$ cat src/design/battery_uvlo_monitor_assert.svh
// assertion macros for the battery undervoltage lockout monitor
`ifndef BATTERY_UVLO_MONITOR_ASSERT_SVH
`define BATTERY_UVLO_MONITOR_ASSERT_SVH

// same-cycle implication, checked on every rising edge out of reset
`define BUM_ASSERT_NOW(lbl, ante, cons) \
	lbl: assert property (@(posedge clk) disable iff (!arst_n) (ante) |-> (cons)) \
		else $error("bum: same-cycle check failed");

// next-cycle implication
`define BUM_ASSERT_NEXT(lbl, ante, cons) \
	lbl: assert property (@(posedge clk) disable iff (!arst_n) (ante) |=> (cons)) \
		else $error("bum: next-cycle check failed");

`endif

$ cat src/design/bum_pkg.sv
// shared types, codes and fixed-point constants of the battery monitor
package bum_pkg;

	// fixed-point layout of the filter: whole millivolts then fraction bits
	localparam int FRACTION_BITS = 8;
	localparam int FILT_W        = 16 + FRACTION_BITS;
	localparam int PIN_W         = 12;
	localparam int SCALE_W       = 13;
	localparam int PROD_W        = PIN_W + SCALE_W;
	localparam int MEAS_EXT_W    = PROD_W + FRACTION_BITS;
	localparam int ACC_W         = FILT_W + 9;
	localparam int THR_W         = 16;
	localparam int CFG_W         = 16;
	localparam int CFG_IDX_W     = 3;

	// ema weights, alpha 38/256
	localparam int ALPHA_NUM  = 38;
	localparam int ALPHA_REST = 218;
	localparam int ROUND_HALF = 128;

	localparam logic [FILT_W-1:0] FILT_MAX     = {FILT_W{1'b1}};
	localparam logic [FILT_W-1:0] FILT_100MV   = FILT_W'(100) << FRACTION_BITS;
	localparam logic [FILT_W-1:0] FILT_4000MV  = FILT_W'(4000) << FRACTION_BITS;
	localparam logic [FILT_W-1:0] FILT_5500MV  = FILT_W'(5500) << FRACTION_BITS;
	localparam logic [FILT_W-1:0] FILT_8800MV  = FILT_W'(8800) << FRACTION_BITS;
	localparam logic [FILT_W-1:0] FILT_13000MV = FILT_W'(13000) << FRACTION_BITS;

	// register reset values
	localparam logic [12:0] SCALE_RST      = 13'd2816;
	localparam logic [12:0] WARN_RST       = 13'd3500;
	localparam logic [12:0] CUTOFF_RST     = 13'd3300;
	localparam logic [15:0] SAG_RST        = 16'd500;
	localparam logic [9:0]  PERIOD_RST     = 10'd50;
	localparam logic        BUCK_START_RST = 1'b1;

	typedef enum logic [2:0] {
		CMD_UPDATE = 3'd0,
		CMD_PRIME  = 3'd1,
		CMD_DETECT = 3'd2,
		CMD_CLEAR  = 3'd3,
		CMD_BUCK   = 3'd4
	} cmd_t;

	typedef enum logic [CFG_IDX_W-1:0] {
		CFG_SCALE      = 3'd0,
		CFG_WARN       = 3'd1,
		CFG_CUTOFF     = 3'd2,
		CFG_SAG        = 3'd3,
		CFG_PERIOD     = 3'd4,
		CFG_BUCK_START = 3'd5
	} cfg_idx_t;

	typedef enum logic [1:0] {
		STAT_UNKNOWN  = 2'd0,
		STAT_HEALTHY  = 2'd1,
		STAT_LOW      = 2'd2,
		STAT_CRITICAL = 2'd3
	} stat_t;

	// controller to datapath strobes
	typedef struct packed {
		logic ld_in;
		logic mul;
		logic ema_a;
		logic ema_b;
		logic detect;
		logic eval;
		logic act;
		logic load_out;
	} dp_cmd_t;

	// datapath to controller status
	typedef struct packed {
		logic is_update;
		logic is_prime;
		logic is_detect;
		logic is_act;
		logic rate_ok;
	} dp_status_t;

endpackage

$ cat src/design/bum_ctrl.sv
// sequencing state machine and output handshake of the battery monitor
module bum_ctrl import bum_pkg::*; (
	input  logic       clk,
	input  logic       arst_n,
	input  logic       in_valid,
	output logic       in_ready,
	output logic       out_valid,
	input  logic       out_ready,
	input  dp_status_t sts,
	output dp_cmd_t    cmd
);

	typedef enum logic [8:0] {
		ST_IDLE  = 9'b000000001,
		ST_CHECK = 9'b000000010,
		ST_MUL   = 9'b000000100,
		ST_EMA1  = 9'b000001000,
		ST_EMA2  = 9'b000010000,
		ST_DET   = 9'b000100000,
		ST_EVAL  = 9'b001000000,
		ST_ACT   = 9'b010000000,
		ST_OUT   = 9'b100000000
	} state_t;

	state_t state_q, state_d;
	logic   out_valid_q;
	logic   out_free;

	assign in_ready  = (state_q == ST_IDLE);
	assign out_valid = out_valid_q;
	assign out_free  = !out_valid_q || out_ready;

	// next state and strobes
	always_comb begin
		state_d = state_q;
		cmd     = '0;
		case (state_q)
			ST_IDLE: begin
				cmd.ld_in = in_valid;
				if (in_valid) state_d = ST_CHECK;
			end
			ST_CHECK: begin
				if (sts.is_update) state_d = sts.rate_ok ? ST_MUL : ST_OUT;
				else if (sts.is_prime) state_d = ST_MUL;
				else if (sts.is_detect) state_d = ST_DET;
				else if (sts.is_act) state_d = ST_ACT;
				else state_d = ST_OUT;
			end
			ST_MUL: begin
				cmd.mul = 1'b1;
				state_d = ST_EMA1;
			end
			ST_EMA1: begin
				cmd.ema_a = 1'b1;
				state_d   = ST_EMA2;
			end
			ST_EMA2: begin
				cmd.ema_b = 1'b1;
				state_d   = sts.is_update ? ST_DET : ST_OUT;
			end
			ST_DET: begin
				cmd.detect = 1'b1;
				state_d    = sts.is_update ? ST_EVAL : ST_OUT;
			end
			ST_EVAL: begin
				cmd.eval = 1'b1;
				state_d  = ST_OUT;
			end
			ST_ACT: begin
				cmd.act = 1'b1;
				state_d = ST_OUT;
			end
			ST_OUT: begin
				if (out_free) begin
					cmd.load_out = 1'b1;
					state_d      = ST_IDLE;
				end
			end
			default: state_d = ST_IDLE;
		endcase
	end

	// state and result valid
	always_ff @(posedge clk or negedge arst_n) begin
		if (!arst_n) begin
			state_q     <= ST_IDLE;
			out_valid_q <= 1'b0;
		end else begin
			state_q <= state_d;
			if (cmd.load_out) out_valid_q <= 1'b1;
			else if (out_ready) out_valid_q <= 1'b0;
		end
	end

endmodule

$ cat src/design/bum_datapath.sv
// filter, detection, classification and lockout datapath of the battery monitor
module bum_datapath import bum_pkg::*; (
	input  logic                 clk,
	input  logic                 arst_n,
	input  logic                 cfg_we,
	input  logic [CFG_IDX_W-1:0] cfg_index,
	input  logic [CFG_W-1:0]     cfg_wdata,
	input  logic [2:0]           command,
	input  logic [PIN_W-1:0]     pin_millivolts,
	input  logic [31:0]          now_ms,
	input  logic                 buck_request,
	input  dp_cmd_t              cmd,
	output dp_status_t           sts,
	output logic [1:0]           battery_status,
	output logic [2:0]           cells,
	output logic [15:0]          filtered_mv,
	output logic                 buck_on,
	output logic                 lockout_latched,
	output logic                 lockout_event,
	output logic                 sample_taken
);

	// configuration registers
	logic [SCALE_W-1:0] scale_q;
	logic [12:0]        warn_q;
	logic [12:0]        cutoff_q;
	logic [15:0]        sag_q;
	logic [9:0]         period_q;

	// latched input beat
	logic [2:0]       cmd_q;
	logic [PIN_W-1:0] pin_q;
	logic [31:0]      now_q;
	logic             req_q;

	// arithmetic intermediates
	logic [PROD_W-1:0] prod_q;
	logic [FILT_W-1:0] meas_q;
	logic [ACC_W-1:0]  acc_q;

	// architectural state
	logic [FILT_W-1:0] filt_q;
	logic [2:0]        cells_q;
	stat_t             status_q;
	logic              buck_q;
	logic              trip_q;
	logic [31:0]       last_q;
	logic [31:0]       lstart_q;
	logic              lvalid_q;
	logic              taken_q;
	logic              event_q;

	// result register
	logic [1:0]  res_status_q;
	logic [2:0]  res_cells_q;
	logic [15:0] res_mv_q;
	logic        res_buck_q;
	logic        res_trip_q;
	logic        res_event_q;
	logic        res_taken_q;

	logic [MEAS_EXT_W-1:0] meas_shl;
	logic [MEAS_EXT_W-1:0] meas_full;
	logic [FILT_W-1:0]     meas_sat;
	logic [ACC_W-1:0]      ema_sum;
	logic [FILT_W:0]       ema_v;
	logic [FILT_W-1:0]     ema_sat;
	logic [2:0]            det_cells;
	logic [THR_W-1:0]      warn_thr;
	logic [THR_W-1:0]      cut_thr;
	logic [FILT_W-1:0]     warn_lim;
	logic [FILT_W-1:0]     cut_lim;
	logic [31:0]           since_sample;
	logic [31:0]           since_low;

	// status toward the controller
	always_comb begin
		since_sample  = now_q - last_q;
		sts.is_update = (cmd_q == CMD_UPDATE);
		sts.is_prime  = (cmd_q == CMD_PRIME);
		sts.is_detect = (cmd_q == CMD_DETECT);
		sts.is_act    = (cmd_q == CMD_CLEAR) || (cmd_q == CMD_BUCK);
		sts.rate_ok   = (since_sample >= {22'd0, period_q});
	end

	// measured value moved from 8 fraction bits to the filter format, saturated
	always_comb begin
		meas_shl  = MEAS_EXT_W'(prod_q) << FRACTION_BITS;
		meas_full = meas_shl >> 8;
		meas_sat  = (|meas_full[MEAS_EXT_W-1:FILT_W]) ? FILT_MAX : meas_full[FILT_W-1:0];
	end

	// second half of the ema with rounding and saturation
	always_comb begin
		ema_sum = acc_q + ACC_W'(meas_q) * ACC_W'(ALPHA_NUM) + ACC_W'(ROUND_HALF);
		ema_v   = ema_sum[ACC_W-1:8];
		ema_sat = ema_v[FILT_W] ? FILT_MAX : ema_v[FILT_W-1:0];
	end

	// pack detection from the filter
	always_comb begin
		if (filt_q > FILT_13000MV) det_cells = 3'd4;
		else if (filt_q > FILT_8800MV) det_cells = 3'd3;
		else if (filt_q > FILT_5500MV) det_cells = 3'd2;
		else det_cells = 3'd0;
	end

	// per-pack thresholds in filter format
	always_comb begin
		warn_thr  = THR_W'(warn_q) * THR_W'(cells_q);
		cut_thr   = THR_W'(cutoff_q) * THR_W'(cells_q);
		warn_lim  = {warn_thr, {FRACTION_BITS{1'b0}}};
		cut_lim   = {cut_thr, {FRACTION_BITS{1'b0}}};
		since_low = now_q - lstart_q;
	end

	// configuration writes; buck start level only matters at reset
	always_ff @(posedge clk or negedge arst_n) begin
		if (!arst_n) begin
			scale_q  <= SCALE_RST;
			warn_q   <= WARN_RST;
			cutoff_q <= CUTOFF_RST;
			sag_q    <= SAG_RST;
			period_q <= PERIOD_RST;
		end else if (cfg_we) begin
			case (cfg_index)
				CFG_SCALE:  scale_q  <= cfg_wdata[SCALE_W-1:0];
				CFG_WARN:   warn_q   <= cfg_wdata[12:0];
				CFG_CUTOFF: cutoff_q <= cfg_wdata[12:0];
				CFG_SAG:    sag_q    <= cfg_wdata;
				CFG_PERIOD: period_q <= cfg_wdata[9:0];
				default: ;
			endcase
		end
	end

	// input beat capture and arithmetic pipeline registers
	always_ff @(posedge clk) begin
		if (cmd.ld_in) begin
			cmd_q <= command;
			pin_q <= pin_millivolts;
			now_q <= now_ms;
			req_q <= buck_request;
		end
		if (cmd.mul) prod_q <= PROD_W'(pin_q) * PROD_W'(scale_q);
		if (cmd.ema_a) begin
			meas_q <= meas_sat;
			acc_q  <= ACC_W'(filt_q) * ACC_W'(ALPHA_REST);
		end
	end

	// filter, detection, classification and lockout state
	always_ff @(posedge clk or negedge arst_n) begin
		if (!arst_n) begin
			filt_q   <= '0;
			cells_q  <= 3'd0;
			status_q <= STAT_UNKNOWN;
			buck_q   <= BUCK_START_RST;
			trip_q   <= 1'b0;
			last_q   <= '0;
			lstart_q <= '0;
			lvalid_q <= 1'b0;
			taken_q  <= 1'b0;
			event_q  <= 1'b0;
		end else begin
			if (cmd.ld_in) begin
				taken_q <= 1'b0;
				event_q <= 1'b0;
			end
			if (cmd.ema_b) begin
				filt_q <= (filt_q <= FILT_100MV) ? meas_q : ema_sat;
				if (cmd_q == CMD_UPDATE) begin
					last_q  <= now_q;
					taken_q <= 1'b1;
				end
			end
			if (cmd.detect) begin
				if (cmd_q == CMD_DETECT) cells_q <= det_cells;
				else if (cells_q == 3'd0 && filt_q > FILT_5500MV) cells_q <= det_cells;
			end
			if (cmd.eval) begin
				if (filt_q < FILT_4000MV || cells_q == 3'd0) begin
					status_q <= STAT_UNKNOWN;
				end else if (filt_q >= warn_lim) begin
					status_q <= STAT_HEALTHY;
					lvalid_q <= 1'b0;
				end else if (filt_q > cut_lim) begin
					status_q <= STAT_LOW;
					lvalid_q <= 1'b0;
				end else if (!lvalid_q) begin
					lvalid_q <= 1'b1;
					lstart_q <= now_q;
				end else if (since_low >= {16'd0, sag_q}) begin
					status_q <= STAT_CRITICAL;
					if (buck_q && !trip_q) begin
						trip_q  <= 1'b1;
						buck_q  <= 1'b0;
						event_q <= 1'b1;
					end
				end
			end
			if (cmd.act) begin
				case (cmd_q)
					CMD_CLEAR: begin
						trip_q   <= 1'b0;
						lvalid_q <= 1'b0;
						buck_q   <= 1'b1;
					end
					CMD_BUCK: buck_q <= req_q;
					default: ;
				endcase
			end
		end
	end

	// result beat register
	always_ff @(posedge clk) begin
		if (cmd.load_out) begin
			res_status_q <= status_q;
			res_cells_q  <= cells_q;
			res_mv_q     <= filt_q[FILT_W-1:FRACTION_BITS];
			res_buck_q   <= buck_q;
			res_trip_q   <= trip_q;
			res_event_q  <= event_q;
			res_taken_q  <= taken_q;
		end
	end

	assign battery_status  = res_status_q;
	assign cells           = res_cells_q;
	assign filtered_mv     = res_mv_q;
	assign buck_on         = res_buck_q;
	assign lockout_latched = res_trip_q;
	assign lockout_event   = res_event_q;
	assign sample_taken    = res_taken_q;

endmodule

$ cat src/design/battery_uvlo_monitor.sv
// top level of the battery undervoltage lockout monitor
// One result beat per input beat, one beat in flight at a time. After the input beat is
// taken an accepted update sample runs scale multiply, two ema steps, detection, evaluation
// and result load, a priming sample skips detection and evaluation, detect, UVLO reset and
// set buck run one step and load, and a rate-limited sample or undefined command only load.
// The next beat is taken while the previous result waits downstream; only a second result
// that finds the output register still full holds the sequencer. Filter is kept in
// millivolts with 8 fraction bits; the buck level starts at 1 on reset.
`include "battery_uvlo_monitor_assert.svh"

module battery_uvlo_monitor import bum_pkg::*; (
	input  logic                 clk,
	input  logic                 arst_n,
	input  logic                 cfg_we,
	input  logic [CFG_IDX_W-1:0] cfg_index,
	input  logic [CFG_W-1:0]     cfg_wdata,
	input  logic                 in_valid,
	output logic                 in_ready,
	input  logic [2:0]           command,
	input  logic [PIN_W-1:0]     pin_millivolts,
	input  logic [31:0]          now_ms,
	input  logic                 buck_request,
	output logic                 out_valid,
	input  logic                 out_ready,
	output logic [1:0]           battery_status,
	output logic [2:0]           cells,
	output logic [15:0]          filtered_mv,
	output logic                 buck_on,
	output logic                 lockout_latched,
	output logic                 lockout_event,
	output logic                 sample_taken
);

	dp_cmd_t    dp_cmd;
	dp_status_t dp_sts;

	// sequencer
	bum_ctrl u_ctrl (
		.clk       (clk),
		.arst_n    (arst_n),
		.in_valid  (in_valid),
		.in_ready  (in_ready),
		.out_valid (out_valid),
		.out_ready (out_ready),
		.sts       (dp_sts),
		.cmd       (dp_cmd)
	);

	// datapath
	bum_datapath u_dp (
		.clk             (clk),
		.arst_n          (arst_n),
		.cfg_we          (cfg_we),
		.cfg_index       (cfg_index),
		.cfg_wdata       (cfg_wdata),
		.command         (command),
		.pin_millivolts  (pin_millivolts),
		.now_ms          (now_ms),
		.buck_request    (buck_request),
		.cmd             (dp_cmd),
		.sts             (dp_sts),
		.battery_status  (battery_status),
		.cells           (cells),
		.filtered_mv     (filtered_mv),
		.buck_on         (buck_on),
		.lockout_latched (lockout_latched),
		.lockout_event   (lockout_event),
		.sample_taken    (sample_taken)
	);

	// a taken beat keeps the block busy for at least the following cycle
	`BUM_ASSERT_NEXT(a_busy_after_accept, in_valid && in_ready, !in_ready)
	// a trip beat always shows the latch set and the buck off
	`BUM_ASSERT_NOW(a_event_consistent, out_valid && lockout_event, lockout_latched && !buck_on)
	// the filter is never written while waiting for a beat
	`BUM_ASSERT_NOW(a_no_filter_write_idle, in_ready, !dp_cmd.ema_b && !dp_cmd.eval)

endmodule
$ cat config.mk
export PLATFORM = sky130hd
export DESIGN_NAME = battery_uvlo_monitor
export DESIGN_NICKNAME = d
export VERILOG_FILES = /design/src/design/bum_pkg.sv /design/src/design/bum_ctrl.sv /design/src/design/bum_datapath.sv /design/src/design/battery_uvlo_monitor.sv
export VERILOG_INCLUDE_DIRS = /design/src /design/src/design
export SDC_FILE = /design/constraint.sdc
export NUM_CORES = 1
export LEC_CHECK = 0
export ABC_CLOCK_PERIOD_IN_PS = 16100
export BUFFER_PORTS_ARGS = -buffer_cell sky130_fd_sc_hd__buf_4
export CORE_UTILIZATION = 40
export CTS_CLUSTER_DIAMETER = 60
export CTS_CLUSTER_SIZE = 30
export DETAILED_ROUTE_END_ITERATION = 8
export GPL_TIMING_DRIVEN = 1
export PLACE_DENSITY = 0.55
export SETUP_SLACK_MARGIN = 0.02
export SYNTH_ARGS = -nofsm -noshare
export SYNTH_HDL_FRONTEND = slang
export SYNTH_SLANG_ARGS = --single-unit
$ cat constraint.sdc
create_clock -name clk -period 16.1 [get_ports clk]
set_clock_uncertainty 0.15 [all_clocks]
set_input_delay 0.805 -clock clk [delete_from_list [all_inputs] [get_ports clk]]
set_output_delay 0.805 -clock clk [all_outputs]
set_load 0.005 [all_outputs]
---- After elaboration in Yosys (flattened, before gate mapping) ----
Cells that the tools add are included.
storage, ports and cells
  register bits ........................... 326
  memory bits (writable) .................. 0
  bits in latches ......................... 0
  ROM bits ................................ 0
  output and inout bits ................... 27
  logic and storage cells ................. 165
  input bits .............................. 72
  memories ................................ 0
operators by class
  bitwise gates (word level) .............. 4
  multiplexer cells ....................... 68
  equality and inequality tests ........... 19
  $lt $le $gt $ge ......................... 9
  shifts and indexed selects .............. 0
  add/subtract/negate cells ............... 4
  reduce and logical (&&, ||, !) cells .... 25
  divide/modulo/power cells ............... 0
  $mul .................................... 5
operator list
  kind                                                                                count
  9-bit 2-to-1 mux                                                                    9
  9-bit one-hot mux with 8 select lines                                               1
  32-bit subtractor                                                                   2
  24-bit by 22-bit greater-than comparator with 1-bit output (second input constant)  2
  24-bit 2-to-1 mux                                                                   2
  1-bit 2-to-1 mux                                                                    45
  32-bit by 30-bit adder with 33-bit output                                           1
  33-bit by 8-bit adder with 33-bit output (second input constant)                    1
  32-bit by 10-bit greater-or-equal comparator with 1-bit output                      1
  32-bit by 16-bit greater-or-equal comparator with 1-bit output                      1
  13-bit by 3-bit multiplier with 16-bit output                                       2
  24-bit by 7-bit multiplier with 31-bit output (second input constant)               1
  24-bit by 5-bit multiplier with 29-bit output (second input constant)               1
  12-bit by 13-bit multiplier with 25-bit output                                      1
  24-bit greater-or-equal comparator                                                  1
  24-bit by 21-bit greater-than comparator with 1-bit output (second input constant)  1
  24-bit greater-than comparator                                                      1
  24-bit by 15-bit <= comparator with 1-bit output (second input constant)            1
  24-bit by 20-bit less-than comparator with 1-bit output (second input constant)     1
  2-bit AND reduction                                                                 8
  3-bit by 2-bit equality test with 1-bit output (second input constant)              4
  2-bit 2-to-1 mux                                                                    6
  3-bit 2-to-1 mux                                                                    4
  9-bit by 1-bit equality test with 1-bit output (second input constant)              1
  other kinds (23)                                                                    36

---- Depth between registers and ports, before layout ----
  depth after elaboration ................. 11
  mapped depth ............................ 31
  gate-level depth less buffers ........... 28

---- Modules after synthesis ----
From an unflattened synthesis, not the netlist that was laid out.
second synthesis, totals
  cells, all modules ...................... 3180
  area, all modules ....................... 31041.0 µm²
by module, submodules not included
  module        instances  sequential area each (µm²)  area each (µm²)  cells an instance
  bum_datapath  1          8705.8                      30330.3          3108
  bum_ctrl      1          251.5                       710.7            72

---- Least setup slack after synthesis ----
Ideal clock, no wire load.
  kind .................................... reg-to-reg
  start point ............................. register u_ctrl.state_q[5]
  end point ............................... register u_ctrl.state_q[0]
  arrival time ............................ 6.731 ns
  clock period less this slack ............ 6.959 ns
  data required time ...................... 15.873 ns
  setup time .............................. 0.077 ns
  path slack .............................. 9.141 ns
  stages on the path, launching flop included .. 7
  buffers on the path ..................... 0
  cells stage by stage .................... dfrtp_1 > or3_1 > nor4_1 > nor3b_1 > nand4_1 > mux2i_1 > o21a_1
on the way
  longest elaborated chain between the ends .. 3
  elaborated cells on any way between the ends .. 14
  those cells by class .................... eq/ne (11); mux (1); reduce/logical (2)
ends and longest elaborated chain
  what                                                                                 line            text
  start: declaration                                                                   bum_ctrl.sv:25  state_t state_q, state_d;
  start signal: assignment                                                             bum_ctrl.sv:89  state_q <= state_d;
  9-bit by 7-bit equality test with 1-bit output (tied with other cells)               bum_ctrl.sv:37  case (state_q)
  2-bit OR reduction (no source line) (tied with other cells)                          n/a
  9-bit one-hot mux with 8 select lines / 2-bit AND reduction (equally long branches)  n/a
Several ways; a longest one is shown, not always the timed one.
A chain may end at the register's enable or synchronous reset.

---- Final worst setup path ----
  start point ............................. register u_dp.meas_q[1]
  end point ............................... register u_dp.filt_q[19]
on the way
  longest elaborated chain between the ends .. 5
ends and longest elaborated chain
  what                                           line                 text
  start: declaration                             bum_datapath.sv:38   logic [FILT_W-1:0] meas_q;
  start signal: assignment                       bum_datapath.sv:147  meas_q <= meas_sat;
  24-bit by 5-bit multiplier with 29-bit output  bum_datapath.sv:95   ema_sum = acc_q + ACC_W'(meas_q) * ACC_W'(ALPHA_NUM) + ACC_W'(ROUND_HALF);
  32-bit by 30-bit adder with 33-bit output      bum_datapath.sv:95
  33-bit by 8-bit adder with 33-bit output       bum_datapath.sv:95
  24-bit 2-to-1 mux                              bum_datapath.sv:97   ema_sat = ema_v[FILT_W] ? FILT_MAX : ema_v[FILT_W-1:0];
  24-bit 2-to-1 mux                              bum_datapath.sv:171  filt_q <= (filt_q <= FILT_100MV) ? meas_q : ema_sat;
  end signal: assignment                         bum_datapath.sv:171
  end: declaration                               bum_datapath.sv:42   logic [FILT_W-1:0] filt_q;
No other way between the ends.

==> results.cfg <==
[run_status]
status = completed

[place]
place.detailed.hpwl_mm = 61.7
io_buffer_count = 98
routabilityCongestion = 0.882
numPlacedInstances = 4360
detailed_place.area_mm2 = 0.0332

[floorplanning]
design.die.area_mm2 = 0.0798
design.core.area_mm2 = 0.0776
die_h_um = 282
floorplan.die.width_um = 282
placementRows = 102
io_pins = 99
initial_cell_density_of_the_core_pct = 40.6

[cts]
cts.clk_slew.worst_paths_ps = 80
cts_setup_buffers = 0
cts-htree-levels = 2
cts.path.max_buffers = 3
cts-resized-gates = 0
cts.sink_count = 326
tritoncts_clock_tree = yes
clk-insertion-delay-late_ps = 580
cts.root.buffer_cell = sky130_fd_sc_hd__clkbuf_16
tritoncts.num_buffers = 39
cts_hold_repair.buffers = 0

[global_routing]
grt_start_max_net_pins = 71
grt_first_pass_wirelength_mm = 123
vias_in_the_first_global_route = 21900
track_usage_pct = 19.8
grt_overflow = 0
antenna_found_initial = 0

[final_layout]
layout.filler_cells = 7691
antenna_cells_inserted = 0
synthToLayoutAreaGrowth_pct = 10.2
finish.cell_count_without_fillers = 4432
final_layout_size_suffix_gt1_share_pct = 10.6
layout.area.seq_mm2 = 0.00896
multi_input_comb_area_mm2 = 0.0201
stdcell_area_mm2 = 0.0347
finalNetCount = 4068

[setup_path]
cp.arrival_ps = 7180
critPathMaxFanout = 21
cp-start-kind = flip-flop
path_depth = 24
worst_ep_required_time_ps = 16380
critPathMaxStageDelay_ps = 680
reg2reg_to = u_dp.filt_q[19]
regToRegStartpoint = u_dp.meas_q[1]
r2r_cells = 24
cp_cell_sequence = ha_1 -> fa_1 -> ha_1 -> o21ai_0 -> a21boi_0 -> o211ai_1 -> a211oi_1 -> nor3_1 -> o21ai_0 -> o41ai_1 -> o21ai_0 -> a21oi_1 -> xnor2_1 -> ha_1 -> ha_1 -> a21oi_1 -> o21ai_0 -> a21o_1 -> or3_1 -> a21oi_2 -> o211ai_1 -> buf_4 -> nor3_1 -> o31ai_1
criticalPathCategory = flip-flop to flip-flop
critPathCaptureType = flip-flop
critical-path-slowest-cell = sky130_fd_sc_hd__o41ai_1
reg2reg_slack_ps = 9200
critPathTopFamily = compound AO/OA/AOI/OAI gates
crit_buf_inv = 1

[logic_synthesis]
post-synth-top-area-cell = sky130_fd_sc_hd__ha_1
combinational_family_with_the_most_area_after_synthesis = adder cells
synth_xor_xnor_area_share_pct = 3.53
yosys.cell_count.top_type = sky130_fd_sc_hd__inv_1
yosysSeqAreaShare_pct = 28.5
synth_simple_gate_area_share_pct = 13.1
postSynth.topFlopCell = sky130_fd_sc_hd__edfxtp_1
synth_enable_flop_cells = 153
synthTopCellsByCount = sky130_fd_sc_hd__inv_1 (546), sky130_fd_sc_hd__ha_1 (418), sky130_fd_sc_hd__nand2_1 (313)
ys.warnings.count = 0
postSynthNetCount = 3997
synth_mux_area_share_pct = 3.40
synth_cell_types = 93
synth_top_cell_area_share_pct = 16.6
synth.ff_latch_count = 326
syn-instance-count = 3290
asyncSetResetFlopFracSynth_pct = 53.1
yosys.area_share.adder_pct = 30.4
post_synth_instance_area_mm2 = 0.0315
post_synth_main_area_contributors = sky130_fd_sc_hd__ha_1 (17%), sky130_fd_sc_hd__edfxtp_1 (15%), sky130_fd_sc_hd__fa_1 (14%)
postSynthAreaPerCell_um2 = 9.56
synth_compound_area_share_pct = 13.3

[pwr]
p_leak_uw = 0.0164
irDropWorstVdd_mv = 0.283
power-per-cell-area_mw_per_mm2 = 170
post-layout-total-power_uw = 5900

[routing]
drt.antenna.violating_nets = 0
viasPerCell = 5.11
wire_per_inst_um = 17.6
drt_pass1_iterations = 6
drt_first_iter_violations = 1194
dr_total_vias = 22600
drc = 0
routed_wirelength_mm = 77.8

[sta]
hold-worst-slack_ps = 11.5
layout_worst_path_cycle_share_pct = 42.9
maxSlewHeadroom_pct = 23.6
drv_slew = 0
setup_violations = 0
fin_setup_tns_ps = 0
worstMarginPinSlew_ps = 1140
setup_repair_after_global_routing_missed_its_margin = no
fmax_ghz = 0.145
layout_min_cycle_time_ps = 6900
final-hold-violation-count = 0

[worst_hold_path]
hp-class = input port to async pin

[flow_run]
timing.max_cap.violations = 0
[per-stage QoR]
step / worst slack, ps / utilization (%)
final: 9200 / 44.7
after global routing: 8530 / 44.7
after CTS: 9180 / 44.7
after detailed placement: 9230 / 42.8
after global placement: 9370 / 42.8
after floorplan: 9140 / -
[layer usage]
layer  share of wire, %  up-vias  routed length [µm]  GRT usage, %
li1                   -    11300                   -             -
met1                 50    10900               38700          29.1
met2                 44      402               34600          30.9
met3                3.9       84                3020          2.44
met4                1.9        0                1470          4.57
met5                  0        -                   0             0
[cell families (layout without fill, tap and decap cells)]
| family | after synthesis | count (layout) |
|---|---|---|
| compound gates | 645 | 645 |
| xor+xnor | 127 | 127 |
| fa+ha+maj | 635 | 635 |
| buf+inv | 627 | 729 |
| flops | 326 | 326 |
| mux | 96 | 96 |
| simple gates | 834 | 834 |
[sequential cells by signal, summed over array words and instances, names as in the netlist, 3 cells and up]
signal,flops
u_dp.pin_q,12
u_dp.cells_q,3
u_dp.meas_q,24
u_dp.last_q,32
u_dp.period_q,10
u_ctrl.state_q,9
u_dp.warn_q,13
u_dp.lstart_q,32
u_dp.sag_q,16
u_dp.acc_q,31
u_dp.scale_q,13
u_dp.prod_q,25
u_dp.cmd_q,3
u_dp.filt_q,24
u_dp.filtered_mv,16
u_dp.cutoff_q,13
u_dp.now_q,32
u_dp.cells,3
[cells in the final DEF, fill, tap and decap left out, types with 22 or more instances in the layout]
cell | synthesis | final
sky130_fd_sc_hd__o211ai_1 | 26 | 26
sky130_fd_sc_hd__clkbuf_16 | 0 | 40
sky130_fd_sc_hd__mux2_2 | 88 | 88
sky130_fd_sc_hd__a21o_1 | 66 | 66
sky130_fd_sc_hd__edfxtp_1 | 153 | 153
sky130_fd_sc_hd__nand2b_1 | 30 | 30
sky130_fd_sc_hd__fa_1 | 217 | 217
sky130_fd_sc_hd__o21ai_0 | 154 | 154
sky130_fd_sc_hd__buf_4 | 4 | 110
sky130_fd_sc_hd__dfstp_2 | 27 | 27
sky130_fd_sc_hd__xor2_1 | 38 | 38
sky130_fd_sc_hd__nor2_1 | 119 | 118
sky130_fd_sc_hd__a21oi_1 | 153 | 153
sky130_fd_sc_hd__nand2_1 | 313 | 313
sky130_fd_sc_hd__xnor2_1 | 89 | 89
sky130_fd_sc_hd__o21a_1 | 37 | 37
sky130_fd_sc_hd__nand3_1 | 37 | 37
sky130_fd_sc_hd__nor2b_1 | 28 | 27
sky130_fd_sc_hd__nand4_1 | 22 | 22
sky130_fd_sc_hd__inv_1 | 546 | 545
sky130_fd_sc_hd__or2_2 | 30 | 30
sky130_fd_sc_hd__and2_1 | 103 | 103
sky130_fd_sc_hd__dfrtp_1 | 146 | 146
sky130_fd_sc_hd__nor3_1 | 58 | 57
sky130_fd_sc_hd__ha_1 | 418 | 418
[worst max path at each step]
stage                                 start                end  slack (ps)
after floorplan           u_ctrl.state_q[5]  u_ctrl.state_q[0]        9140
after global placement       u_dp.meas_q[5]    u_dp.filt_q[21]        9370
after detailed placement     u_dp.meas_q[1]    u_dp.filt_q[19]        9230
after CTS                    u_dp.meas_q[1]    u_dp.filt_q[19]        9180
after global routing         u_dp.meas_q[1]    u_dp.filt_q[22]        8530
final                        u_dp.meas_q[1]    u_dp.filt_q[19]        9200
[cell type report]
cell class	count	area share, %
Sequential cell	326	25.8
Multi-Input combinational cell	2337	58.0
Timing Repair Buffer	111	2.42
Clock inverter	30	1.20
Clock buffer	42	2.91
Tap cell	1040	3.75
Inverter	546	5.91
[worst register-to-register path, cell delays in order, from the launching register on]
cell                       delay (ps)
sky130_fd_sc_hd__edfxtp_1         470
sky130_fd_sc_hd__ha_1             360
sky130_fd_sc_hd__fa_1             470
sky130_fd_sc_hd__ha_1             350
sky130_fd_sc_hd__o21ai_0          120
sky130_fd_sc_hd__a21boi_0         170
sky130_fd_sc_hd__o211ai_1         240
sky130_fd_sc_hd__a211oi_1         150
sky130_fd_sc_hd__nor3_1           320
sky130_fd_sc_hd__o21ai_0          180
sky130_fd_sc_hd__o41ai_1          680
sky130_fd_sc_hd__o21ai_0          310
sky130_fd_sc_hd__a21oi_1          230
sky130_fd_sc_hd__xnor2_1          140
sky130_fd_sc_hd__ha_1             250
sky130_fd_sc_hd__ha_1             370
sky130_fd_sc_hd__a21oi_1          290
sky130_fd_sc_hd__o21ai_0          120
sky130_fd_sc_hd__a21o_1           220
sky130_fd_sc_hd__or3_1            330
sky130_fd_sc_hd__a21oi_2          180
sky130_fd_sc_hd__o211ai_1         120
sky130_fd_sc_hd__buf_4            240
sky130_fd_sc_hd__nor3_1           220
sky130_fd_sc_hd__o31ai_1          100
[power by group]
part,internal [µW],switching (µW),leakage [µW]
sequential,1140,133,0.00366
combinational,1580,2080,0.0121
clock,536,432,0.000688
total,3250,2650,0.0164
Note: power is estimated with default switching activity, not from simulation.
